`src/hdl/sqrt_continued_fraction_defines.svh`:
```
// Assertion macros shared by the square root continued fraction RTL.
`ifndef SQRT_CONTINUED_FRACTION_DEFINES_SVH
`define SQRT_CONTINUED_FRACTION_DEFINES_SVH

// Property checked on every rising clock edge outside reset.
`define SCF_ASSERT(lbl, prop, msg) \
  lbl: assert property (@(posedge clk_i) disable iff (!rst_ni) (prop)) else $error(msg);

// Condition that must hold in the cycle after the trigger.
`define SCF_ASSERT_NEXT(lbl, trig, cons, msg) \
  lbl: assert property (@(posedge clk_i) disable iff (!rst_ni) (trig) |=> (cons)) \
    else $error(msg);

`endif

```
`src/hdl/scf_pkg.sv`:
```
// Shared types, microcode table and constants of the continued fraction block.
package scf_pkg;

  localparam int TERM_W = 6;
  localparam int PC_W   = 4;

  typedef logic [PC_W-1:0] pc_t;

  typedef enum logic [3:0] {
    OP_IDLE,
    OP_SQRT,
    OP_SQCHK,
    OP_TEST,
    OP_MUL_DA,
    OP_SUB_M,
    OP_MUL_MM,
    OP_SUB_N,
    OP_EMIT,
    OP_DIV_D,
    OP_DIV_A
  } op_e;

  typedef struct packed {
    op_e op;
    pc_t jump;
  } uword_t;

  typedef struct packed {
    logic busy;
    logic done;
  } div_sts_t;

  localparam pc_t PC_IDLE = pc_t'(0);
  localparam pc_t PC_TEST = pc_t'(3);

  // Control store: one word per step, jump used by the branching steps.
  function automatic uword_t rom(pc_t pc);
    uword_t w;
    case (pc)
      pc_t'(0):  w = '{op: OP_IDLE,   jump: PC_IDLE};
      pc_t'(1):  w = '{op: OP_SQRT,   jump: PC_IDLE};
      pc_t'(2):  w = '{op: OP_SQCHK,  jump: PC_IDLE};
      pc_t'(3):  w = '{op: OP_TEST,   jump: PC_IDLE};
      pc_t'(4):  w = '{op: OP_MUL_DA, jump: PC_IDLE};
      pc_t'(5):  w = '{op: OP_SUB_M,  jump: PC_IDLE};
      pc_t'(6):  w = '{op: OP_MUL_MM, jump: PC_IDLE};
      pc_t'(7):  w = '{op: OP_SUB_N,  jump: PC_IDLE};
      pc_t'(8):  w = '{op: OP_EMIT,   jump: PC_IDLE};
      pc_t'(9):  w = '{op: OP_DIV_D,  jump: PC_IDLE};
      pc_t'(10): w = '{op: OP_DIV_A,  jump: PC_TEST};
      default:   w = '{op: OP_IDLE,   jump: PC_IDLE};
    endcase
    return w;
  endfunction

endpackage

```
`src/hdl/scf_div.sv`:
```
// Restoring divider, one quotient bit per cycle.
module scf_div #(
  parameter int NW = 10,
  parameter int DW = 6
) (
  input  logic                 clk_i,
  input  logic                 rst_ni,
  input  logic                 start_i,
  input  logic [NW-1:0]        num_i,
  input  logic [DW-1:0]        den_i,
  output scf_pkg::div_sts_t    sts_o,
  output logic [NW-1:0]        quo_o
);

  localparam int CW = $clog2(NW + 1);

  logic          busy_q;
  logic          done_q;
  logic [CW-1:0] cnt_q;
  logic [DW-1:0] rem_q;
  logic [NW-1:0] quo_q;
  logic [DW-1:0] den_q;

  logic [DW:0]   sh;
  logic          ge;
  logic [DW:0]   diff;

  assign sh   = {rem_q, quo_q[NW-1]};
  assign ge   = sh >= {1'b0, den_q};
  assign diff = sh - {1'b0, den_q};

  always_ff @(posedge clk_i or negedge rst_ni) begin
    if (!rst_ni) begin
      busy_q <= 1'b0;
      done_q <= 1'b0;
      cnt_q  <= '0;
    end else begin
      done_q <= 1'b0;
      if (busy_q) begin
        cnt_q <= cnt_q - CW'(1);
        if (cnt_q == CW'(1)) begin
          busy_q <= 1'b0;
          done_q <= 1'b1;
        end
      end else if (start_i) begin
        busy_q <= 1'b1;
        cnt_q  <= CW'(NW);
      end
    end
  end

  always_ff @(posedge clk_i) begin
    if (busy_q) begin
      rem_q <= ge ? diff[DW-1:0] : sh[DW-1:0];
      quo_q <= {quo_q[NW-2:0], ge};
    end else if (start_i) begin
      rem_q <= '0;
      quo_q <= num_i;
      den_q <= den_i;
    end
  end

  assign sts_o.busy = busy_q;
  assign sts_o.done = done_q;
  assign quo_o      = quo_q;

endmodule

```
`src/hdl/sqrt_continued_fraction.sv`:
```
// Microcoded continued fraction expansion of sqrt(radicand), one term per output request.
// The first term follows the square root steps. Each further term takes two passes through
// the shared divider plus the sequencer steps; up to MAX_TERMS terms per radicand, held while
// the output stalls. Next radicand taken after the last term; reset (rst_ni low, async) drops
// any pending term.
`include "sqrt_continued_fraction_defines.svh"

module sqrt_continued_fraction #(
  parameter int RADICAND_BITS = 10,
  parameter int MAX_TERMS     = 64
) (
  input  logic                         clk_i,
  input  logic                         rst_ni,
  input  logic                         in_valid_i,
  output logic                         in_ready_o,
  input  logic [RADICAND_BITS-1:0]     radicand_i,
  output logic                         out_valid_o,
  input  logic                         out_ready_i,
  output logic [scf_pkg::TERM_W-1:0]   term_o,
  output logic                         last_o,
  output logic                         truncated_o
);

  localparam int SQ_IT = (RADICAND_BITS + 1) / 2;
  localparam int NPAD  = 2 * SQ_IT;
  localparam int RW    = SQ_IT + 1;
  localparam int VW    = SQ_IT + 1;
  localparam int PW    = 2 * VW;
  localparam int SCW   = $clog2(SQ_IT + 1);
  localparam int TCW   = $clog2(MAX_TERMS + 1);

  scf_pkg::pc_t     pc_q, pc_d;
  scf_pkg::uword_t  uw;
  scf_pkg::div_sts_t div_sts;

  logic                     out_valid_q;
  logic [scf_pkg::TERM_W-1:0] term_q;
  logic                     last_q;
  logic                     trunc_q;
  logic                     div_wait_q;
  logic [SCW-1:0]           sq_cnt_q;
  logic [TCW-1:0]           term_cnt_q;

  logic [RADICAND_BITS-1:0] n_q;
  logic [NPAD-1:0]          sq_n_q;
  logic [SQ_IT-1:0]         root_q;
  logic [RW-1:0]            rem_q;
  logic [VW-1:0]            m_q;
  logic [VW-1:0]            d_q;
  logic [VW-1:0]            a_q;
  logic [VW-1:0]            nm_q;
  logic [PW-1:0]            prod_q;
  logic [RADICAND_BITS-1:0] num_q;

  logic [RW+1:0]            rem_sh;
  logic [RW+1:0]            trial;
  logic                     sq_ge;
  logic [RW+1:0]            rem_sub;
  logic [VW-1:0]            a0;
  logic [PW-1:0]            nd_full;
  logic                     slot_free;
  logic                     closes;
  logic                     at_cap;
  logic                     emit;
  logic                     emit_last;
  logic                     emit_trunc;
  logic                     div_start;
  logic                     div_op;
  logic [RADICAND_BITS-1:0] div_num;
  logic [RADICAND_BITS-1:0] div_quo;

  assign uw = scf_pkg::rom(pc_q);

  // Square root datapath: bring down two radicand bits per step.
  assign rem_sh  = {rem_q, sq_n_q[NPAD-1 -: 2]};
  assign trial   = (RW + 2)'({root_q, 2'b01});
  assign sq_ge   = rem_sh >= trial;
  assign rem_sub = rem_sh - trial;

  assign a0        = VW'(root_q);
  assign nd_full   = PW'(n_q) - prod_q;
  assign slot_free = !out_valid_q || out_ready_i;
  assign closes    = (term_cnt_q != '0) && (a_q == VW'({root_q, 1'b0}));
  assign at_cap    = term_cnt_q >= TCW'(MAX_TERMS - 1);
  assign div_num   = (uw.op == scf_pkg::OP_DIV_A) ? RADICAND_BITS'(a0 + m_q) : num_q;
  assign div_op    = (uw.op == scf_pkg::OP_DIV_D) || (uw.op == scf_pkg::OP_DIV_A);

  always_comb begin
    pc_d       = pc_q;
    emit       = 1'b0;
    emit_last  = 1'b0;
    emit_trunc = 1'b0;
    div_start  = 1'b0;
    case (uw.op)
      scf_pkg::OP_IDLE: begin
        if (in_valid_i) pc_d = scf_pkg::pc_t'(pc_q + 1'b1);
      end
      scf_pkg::OP_SQRT: begin
        if (sq_cnt_q == SCW'(1)) pc_d = scf_pkg::pc_t'(pc_q + 1'b1);
      end
      scf_pkg::OP_SQCHK: begin
        if (rem_q == '0) begin
          if (slot_free) begin
            emit      = 1'b1;
            emit_last = 1'b1;
            pc_d      = uw.jump;
          end
        end else begin
          pc_d = scf_pkg::pc_t'(pc_q + 1'b1);
        end
      end
      scf_pkg::OP_TEST: begin
        if (closes || at_cap) begin
          if (slot_free) begin
            emit       = 1'b1;
            emit_last  = 1'b1;
            emit_trunc = !closes;
            pc_d       = uw.jump;
          end
        end else begin
          pc_d = scf_pkg::pc_t'(pc_q + 1'b1);
        end
      end
      scf_pkg::OP_MUL_DA, scf_pkg::OP_SUB_M, scf_pkg::OP_MUL_MM, scf_pkg::OP_SUB_N: begin
        pc_d = scf_pkg::pc_t'(pc_q + 1'b1);
      end
      scf_pkg::OP_EMIT: begin
        if (slot_free) begin
          emit = 1'b1;
          // a zero denominator ends the expansion early
          if (num_q == '0 || d_q == '0) begin
            emit_last  = 1'b1;
            emit_trunc = 1'b1;
            pc_d       = uw.jump;
          end else begin
            pc_d = scf_pkg::pc_t'(pc_q + 1'b1);
          end
        end
      end
      scf_pkg::OP_DIV_D: begin
        div_start = !div_wait_q;
        if (div_sts.done) pc_d = scf_pkg::pc_t'(pc_q + 1'b1);
      end
      scf_pkg::OP_DIV_A: begin
        div_start = !div_wait_q;
        if (div_sts.done) pc_d = uw.jump;
      end
      default: begin
        pc_d = scf_pkg::PC_IDLE;
      end
    endcase
  end

  always_ff @(posedge clk_i or negedge rst_ni) begin
    if (!rst_ni) begin
      pc_q        <= scf_pkg::PC_IDLE;
      out_valid_q <= 1'b0;
      div_wait_q  <= 1'b0;
      sq_cnt_q    <= '0;
      term_cnt_q  <= '0;
    end else begin
      pc_q <= pc_d;
      if (emit) begin
        out_valid_q <= 1'b1;
      end else if (out_ready_i) begin
        out_valid_q <= 1'b0;
      end
      if (div_start) begin
        div_wait_q <= 1'b1;
      end else if (div_sts.done) begin
        div_wait_q <= 1'b0;
      end
      if (uw.op == scf_pkg::OP_IDLE) begin
        sq_cnt_q <= SCW'(SQ_IT);
      end else if (uw.op == scf_pkg::OP_SQRT) begin
        sq_cnt_q <= sq_cnt_q - SCW'(1);
      end
      if (uw.op == scf_pkg::OP_SQCHK) begin
        term_cnt_q <= '0;
      end else if (emit && !emit_last && uw.op == scf_pkg::OP_EMIT) begin
        term_cnt_q <= term_cnt_q + TCW'(1);
      end
    end
  end

  always_ff @(posedge clk_i) begin
    if (emit) begin
      term_q  <= (uw.op == scf_pkg::OP_SQCHK) ? scf_pkg::TERM_W'(root_q)
                                              : scf_pkg::TERM_W'(a_q);
      last_q  <= emit_last;
      trunc_q <= emit_trunc;
    end
    case (uw.op)
      scf_pkg::OP_IDLE: begin
        n_q    <= radicand_i;
        sq_n_q <= NPAD'(radicand_i);
        root_q <= '0;
        rem_q  <= '0;
      end
      scf_pkg::OP_SQRT: begin
        sq_n_q <= sq_n_q << 2;
        rem_q  <= sq_ge ? RW'(rem_sub) : RW'(rem_sh);
        root_q <= SQ_IT'({root_q, sq_ge});
      end
      scf_pkg::OP_SQCHK: begin
        m_q <= '0;
        d_q <= VW'(1);
        a_q <= a0;
      end
      scf_pkg::OP_MUL_DA: prod_q <= PW'(d_q) * PW'(a_q);
      scf_pkg::OP_SUB_M:  nm_q   <= VW'(prod_q - PW'(m_q));
      scf_pkg::OP_MUL_MM: prod_q <= PW'(nm_q) * PW'(nm_q);
      scf_pkg::OP_SUB_N:  num_q  <= nd_full[RADICAND_BITS-1:0];
      scf_pkg::OP_DIV_D: begin
        if (div_sts.done) begin
          d_q <= div_quo[VW-1:0];
          m_q <= nm_q;
        end
      end
      scf_pkg::OP_DIV_A: begin
        if (div_sts.done) a_q <= div_quo[VW-1:0];
      end
      default: begin
      end
    endcase
  end

  scf_div #(
    .NW(RADICAND_BITS),
    .DW(VW)
  ) u_div (
    .clk_i  (clk_i),
    .rst_ni (rst_ni),
    .start_i(div_start),
    .num_i  (div_num),
    .den_i  (d_q),
    .sts_o  (div_sts),
    .quo_o  (div_quo)
  );

  assign in_ready_o  = (uw.op == scf_pkg::OP_IDLE);
  assign out_valid_o = out_valid_q;
  assign term_o      = term_q;
  assign last_o      = last_q;
  assign truncated_o = trunc_q;

  `SCF_ASSERT(a_trunc_on_last, !(out_valid_o && truncated_o) || last_o, "truncated without last")
  `SCF_ASSERT_NEXT(a_accept_busy, in_valid_i && in_ready_o, !in_ready_o, "ready after accept")
  `SCF_ASSERT(a_term_cap, term_cnt_q <= TCW'(MAX_TERMS - 1), "term count past cap")
  `SCF_ASSERT(a_div_step, !div_sts.done || div_op, "divider done outside a divide step")
  `SCF_ASSERT(a_div_busy, !div_sts.busy || div_op, "divider busy outside a divide step")

endmodule

```
`config.mk`:
```
export PLATFORM = sky130hd
export DESIGN_NAME = sqrt_continued_fraction
export DESIGN_NICKNAME = d
export VERILOG_FILES = /design/src/hdl/scf_pkg.sv /design/src/hdl/scf_div.sv /design/src/hdl/sqrt_continued_fraction.sv
export VERILOG_INCLUDE_DIRS = /design/src /design/src/hdl
export SDC_FILE = /design/constraint.sdc
export NUM_CORES = 1
export LEC_CHECK = 0
export CAP_MARGIN = 20
export CORE_ASPECT_RATIO = 1.1
export CORE_UTILIZATION = 30
export DETAILED_ROUTE_END_ITERATION = 7
export DONT_BUFFER_PORTS = 1
export SETUP_SLACK_MARGIN = 0.3
export SYNTH_ARGS = -nofsm -noshare
export SYNTH_HDL_FRONTEND = slang
export SYNTH_SLANG_ARGS = --single-unit
```
`constraint.sdc`:
```
create_clock -name clk_i -period 7.7 [get_ports clk_i]
set_input_delay 0.385 -clock clk_i [delete_from_list [all_inputs] [get_ports clk_i]]
set_output_delay 0.385 -clock clk_i [all_outputs]
set_load 0.02 [all_outputs]
```
==> impl_metrics.env, run 1 <==
export IMPL_avgSynthCellArea_um2=10.3
export IMPL_required_ps=7860
export IMPL_drt_pass1_iterations=5
export IMPL_syn_instance_count=820
export IMPL_crit_type="register to register"
export IMPL_status="finished, final reports clean"
export IMPL_area_growth_pct=11.7
export IMPL_hold_violations=0
export IMPL_synth_top_area_share_pct=37.2
export IMPL_synth_common_cells="edfxtp_1, inv_1, nand2_1"
export IMPL_fin_crit_sh_pct=49.1
export IMPL_grt_first_pass_wirelength_mm=29.1
export IMPL_grt_pass1_vias=5560
export IMPL_setup_tns_ps=0
export IMPL_gp_congestion=0.859
export IMPL_rows=64
export IMPL_drc=0
export IMPL_clk_pin_slew_worst_paths_ps=60
export IMPL_synth_net_count=929
export IMPL_cp_cell_sequence="and2_1 -> fa_1 -> inv_1 -> fa_1 -> fa_1 -> inv_1 -> ha_1 -> a21o_1 -> a21oi_1 -> o21bai_1 -> a21oi_1 -> xnor2_1 -> mux2i_1"
export IMPL_initial_core_util_pct=30.5
export IMPL_cts_tree="yes"
export IMPL_grt_ovfl_total=0
export IMPL_fin_skew_ps=10.3
export IMPL_die_area_um2=29000
export IMPL_crit_top_cell="fa_1"
export IMPL_cts_htree_levels=4
export IMPL_synth_area_leaders="edfxtp_1, ha_1, fa_1"
export IMPL_synth_ff_type="edfxtp_1"
export IMPL_clockRootBuffer="clkbuf_16"
export IMPL_cp_top_family="adder cells"
export IMPL_cts_resized=0
export IMPL_die_y_um=178
export IMPL_synth_edf_count=105
export IMPL_dpl_cell_area_um2=8880
export IMPL_synth_area_leader_cell="edfxtp_1"
export IMPL_maxCapViolCount=0
export IMPL_grt_start_max_net_pins=29
export IMPL_cp_slowest_stage_delay_ps=540
export IMPL_period_minus_slack_ps=3780
export IMPL_numPortBuffers=0
export IMPL_dpl_hpwl_mm=13.6
export IMPL_wl_per_cell_um=14.8
export IMPL_antenna_found_initial=0
export IMPL_ys_types=66
export IMPL_viasPerCell=4.79
export IMPL_startpoint_type="register"
export IMPL_power_leakage_nw=3.97
export IMPL_p_per_area_nw_per_um2=478
export IMPL_track_usage_pct=13.0
export IMPL_cts_buffers=17
export IMPL_clk_path_buf_depth=2
export IMPL_critPathArrivalTime_ps=3940
export IMPL_relSlewSlack_pct=34.0
export IMPL_critPathMaxFanout=8
export IMPL_crit_path_end_kind="register"
export IMPL_fmax_ghz=0.264
export IMPL_rsz0062_at_grt="no"
export IMPL_finalSetupViolCount=0
export IMPL_design_area_um2=9480
export IMPL_finalMaxSlewViolations=0
export IMPL_die_width_um=162
export IMPL_vias=5749
export IMPL_syn_area_um2=8480
export IMPL_drtAntennaViolNets=0
export IMPL_total_power_mw=4.53
export IMPL_clk_latency_ps=420
export IMPL_drtIter0Drc=314
export IMPL_drive_above_1_share_pct=6.22
export IMPL_tightest_slew_ps=991
export IMPL_ys_seq_area_share_pct=43.7
export IMPL_io_pins=24
export IMPL_min_path_type="input pin to register"
export IMPL_diodes=0
export IMPL_cp_slowest_cell="fa_1"
export IMPL_numClockSinks=127
export IMPL_async_flop_share_pct=17.3
export IMPL_nets=932
export IMPL_peakVddDrop_uv=162
export IMPL_core_area_um2=27800
export IMPL_worst_path_buf_inv=2
export IMPL_synth_warnings=0
export IMPL_drt_total_wl_mm=17.8
export IMPL_synth_seq_cells=127
cell type report:
type,count,area (um^2)
Multi-Input combinational cell,568,4310
Clock inverter,14,144
Fill cell,2767,18300
Timing Repair Buffer,4,40.0
Clock buffer,18,429
Sequential cell,127,3700
Tap cell,363,454
Inverter,105,394
power breakdown:
| group | internal (mW) | total, mW | switching (mW) |
|---|---|---|---|
| sequential | 1.17 | 1.41 | 0.242 |
| combinational | 1.00 | 2.34 | 1.33 |
| clock | 0.475 | 0.784 | 0.309 |
worst register-to-register path, cell delays in order, from the launching register on:
cell,delay (ps)
edfxtp_1,510
and2_1,210
fa_1,470
inv_1,70
fa_1,500
fa_1,540
inv_1,40
ha_1,320
a21o_1,170
a21oi_1,210
o21bai_1,90
a21oi_1,170
xnor2_1,140
mux2i_1,80
flip-flops by register name, indices dropped and copies added, names as in the netlist, 5 cells and up:
signal,flops
m_q,6
u_div.rem_q,6
rem_q,6
prod_q,10
u_div.den_q,6
term_o,6
sq_n_q,10
n_q,10
num_q,10
nm_q,6
u_div.quo_o,10
root_q,5
d_q,6
a_q,6
term_cnt_q,7
per-layer routing:
metal	global-route usage [%]	part of all wire (%)	vias to the layer above
met2	20.6	46	107
met4	3.38	0.82	0
met3	2.86	3.9	10
met5	0	0	-
li1	-	-	2857
met1	17.9	50	2775
repair_timing:
item,4_1_cts,5_1_grt
setup buffers,0,0
hold buffers,1,0
endpoints found under the hold margin,22,0
cells in the final DEF (no fill, tap or decap), drive strengths merged, types with 19 or more instances in the layout:
master	instances
a21oi	48
and2	42
dfrtp	22
edfxtp	105
fa	28
ha	67
inv	106
nand2	74
nor2	37
o21ai	42
xnor2	31
xor2	19
logic make-up (layout without fill, tap and decap cells):
| kind of cell | after synthesis | after routing | share of synthesized area [%] |
|---|---|---|---|
| compound gates | 155 | 155 | 11.9 |
| xor+xnor | 50 | 50 | 5.16 |
| fa+ha+maj | 95 | 95 | 16.5 |
| buf+inv | 125 | 141 | 5.60 |
| flops | 127 | 127 | 43.7 |
| mux | 14 | 14 | 1.74 |
| simple gates | 254 | 254 | 15.4 |
stage by stage:
| stage | setup slack [ps] | cells | util, % | hold slack (ps) |
|---|---|---|---|---|
| global placement | 3940 | 1165 | 31.9 | 90.1 |
| global route | 3700 | 1199 | 34.1 | 33.9 |
| finish | 3920 | 1199 | 34.1 | 52.2 |
| detailed placement | 3890 | 1165 | 31.9 | 90.8 |
| CTS | 3910 | 1198 | 34.0 | 35.8 |
| floorplan | 4060 | 820 | - | 89.4 |
worst paths after layout:
kind	start	end	slack, ps	cells after the start
max in group asynchronous	rst_ni	u_div.busy_q	6780	2
worst min register to register	sq_cnt_q[2]	sq_cnt_q[2]	480	1
min in group asynchronous	rst_ni	term_cnt_q[0]	420	1
worst min-delay path	radicand_i[9]	n_q[9]	50	0
worst max-delay path	nm_q[3]	prod_q[9]	3920	13
worst max register to register	nm_q[3]	prod_q[9]	3920	13
Note: power is estimated with default switching activity, not from simulation.
==> inputs of run 2 (changes only) <==
==> constraint.sdc (replaced) <==
create_clock -name clk_i -period 3.9 [get_ports clk_i]
set_input_delay 0.195 -clock clk_i [delete_from_list [all_inputs] [get_ports clk_i]]
set_output_delay 0.195 -clock clk_i [all_outputs]
set_load 0.02 [all_outputs]
==> run 2 against run 1 <==
Against the previous run: sequential cell count is the same; via count grew 4.6%; combinational power grew 130%; die area is the same; non-clock buffer count grew 50; critical endpoint is now prod_q[8]; largest cell class unchanged.
==> impl_metrics.env, run 2 (synthesis results as in run 1) <==
export IMPL_critPathMaxFanout=5
export IMPL_critPathArrivalTime_ps=3660
export IMPL_cts_tree="yes"
export IMPL_drive_above_1_share_pct=13.2
export IMPL_io_pins=24
export IMPL_viasPerCell=4.82
export IMPL_maxCapViolCount=0
export IMPL_vias=6015
export IMPL_nets=982
export IMPL_track_usage_pct=13.5
export IMPL_startpoint_type="register"
export IMPL_finalSetupViolCount=0
export IMPL_drt_total_wl_mm=18.8
export IMPL_period_minus_slack_ps=3510
export IMPL_drtIter0Drc=340
export IMPL_die_width_um=162
export IMPL_tightest_slew_ps=898
export IMPL_worstSetupStartpoint="a_q[2]"
export IMPL_numClockSinks=127
export IMPL_numPortBuffers=0
export IMPL_min_from="radicand_i[9]"
export IMPL_required_ps=4040
export IMPL_total_power_mw=9.71
export IMPL_clockRootBuffer="clkbuf_16"
export IMPL_die_y_um=178
export IMPL_drt_pass1_iterations=5
export IMPL_relSlewSlack_pct=39.7
export IMPL_cp_cell_sequence="buf_4 -> buf_4 -> and2_1 -> ha_1 -> fa_1 -> inv_1 -> fa_1 -> inv_1 -> ha_4 -> inv_2 -> o21bai_1 -> a21oi_2 -> xor2_1 -> mux2i_1"
export IMPL_crit_type="register to register"
export IMPL_rsz0062_at_grt="yes"
export IMPL_grt_start_max_net_pins=29
export IMPL_grt_ovfl_total=0
export IMPL_area_growth_pct=17.7
export IMPL_min_path_type="input pin to register"
export IMPL_finalMaxSlewViolations=0
export IMPL_cp_slowest_stage_delay_ps=550
export IMPL_cts_htree_levels=4
export IMPL_crit_path_end_kind="register"
export IMPL_antenna_found_initial=0
export IMPL_grt_pass1_vias=5882
export IMPL_final_cell_mix="edfxtp_1, inv_1, nand2_1, ha_1, a21oi_1"
export IMPL_setup_tns_ps=0
export IMPL_status="finished, final reports clean"
export IMPL_diodes=0
export IMPL_dp_cells=1179
export IMPL_rows=64
export IMPL_fmax_ghz=0.285
export IMPL_fin_skew_ps=25.8
export IMPL_stdcell_count=1249
export IMPL_grt_first_pass_wirelength_mm=30.0
export IMPL_fin_crit_sh_pct=90.1
export IMPL_drc=0
export IMPL_cts_buffers=17
export IMPL_timing_rr_start="a_q[2]"
export IMPL_cp_slowest_cell="fa_1"
export IMPL_clk_path_buf_depth=2
export IMPL_core_area_um2=27800
export IMPL_layout_cells_most_common="edfxtp_1"
export IMPL_clk_pin_slew_worst_paths_ps=60
export IMPL_gp_congestion=0.851
export IMPL_peakVddDrop_uv=456
export IMPL_clk_latency_ps=430
export IMPL_die_area_um2=29000
export IMPL_drtAntennaViolNets=0
export IMPL_wl_per_cell_um=15.0
export IMPL_p_per_area_nw_per_um2=972
export IMPL_hold_violations=0
export IMPL_power_leakage_nw=4.21
export IMPL_initial_core_util_pct=30.5
export IMPL_dpl_hpwl_mm=13.9
## run 2: through the flow
step | worst slack (ps) | hold slack [ps] | area (um^2) | utilization, %
after floorplan | 301 | -101 | 8490 | -
after global placement | 255 | -99.4 | 8990 | 32.3
after detailed placement | 216 | -99.3 | 8990 | 32.3
after CTS | 300 | 13.3 | 9780 | 35.2
after global routing | 220 | 36.6 | 9990 | 35.9
final | 387 | 14.3 | 9990 | 35.9
## run 2: worst max-delay path, delay by kind of cell (launching register included)
family,cells,cell delay (ps)
flops,1,460
mux,1,80
simple gates,1,160
fa+ha+maj,4,1670
compound gates,2,240
buf+inv,5,460
xor+xnor,1,160
## run 2: what timing repair did
item | 4_1_cts | 5_1_grt
endpoints found under the setup margin | 2 | 3
endpoints found under the hold margin | 41 | 0
resized for setup | 2 | 27
pin swaps | 3 | 33
buffers inserted | 14 | 12
hold buffers | 11 | 0
## run 2: worst paths after layout
check                         endpoint  slack, ps  cells past startpoint
max                          prod_q[8]        390                     14
min                          sq_n_q[9]         10                      2
max in group asynchronous      pc_q[0]       3170                      2
min in group asynchronous  sq_cnt_q[2]        210                      1
min reg2reg                sq_cnt_q[2]        480                      1
max reg2reg                  prod_q[8]        390                     14
## run 2: final cells by class
type	instances	area (um^2)
Clock buffer	24	504
Timing Repair Buffer	54	440
Clock inverter	8	53.8
Fill cell	2728	17800
Sequential cell	127	3700
Tap cell	363	454
Multi-Input combinational cell	568	4440
Inverter	105	394
## run 2: where the power goes
part           switching (mW)  internal, mW
clock                   0.588         0.903
combinational            2.99          2.49
sequential              0.442          2.30
## run 2: layer usage
metal  part of all wire (%)  global-route usage (%)  vias to the layer above
met2                     48                    21.9                      119
met3                    3.9                    2.53                       27
met5                      0                       0                        -
li1                       -                       -                     2957
met4                    1.3                    4.44                        0
met1                     47                    17.9                     2912
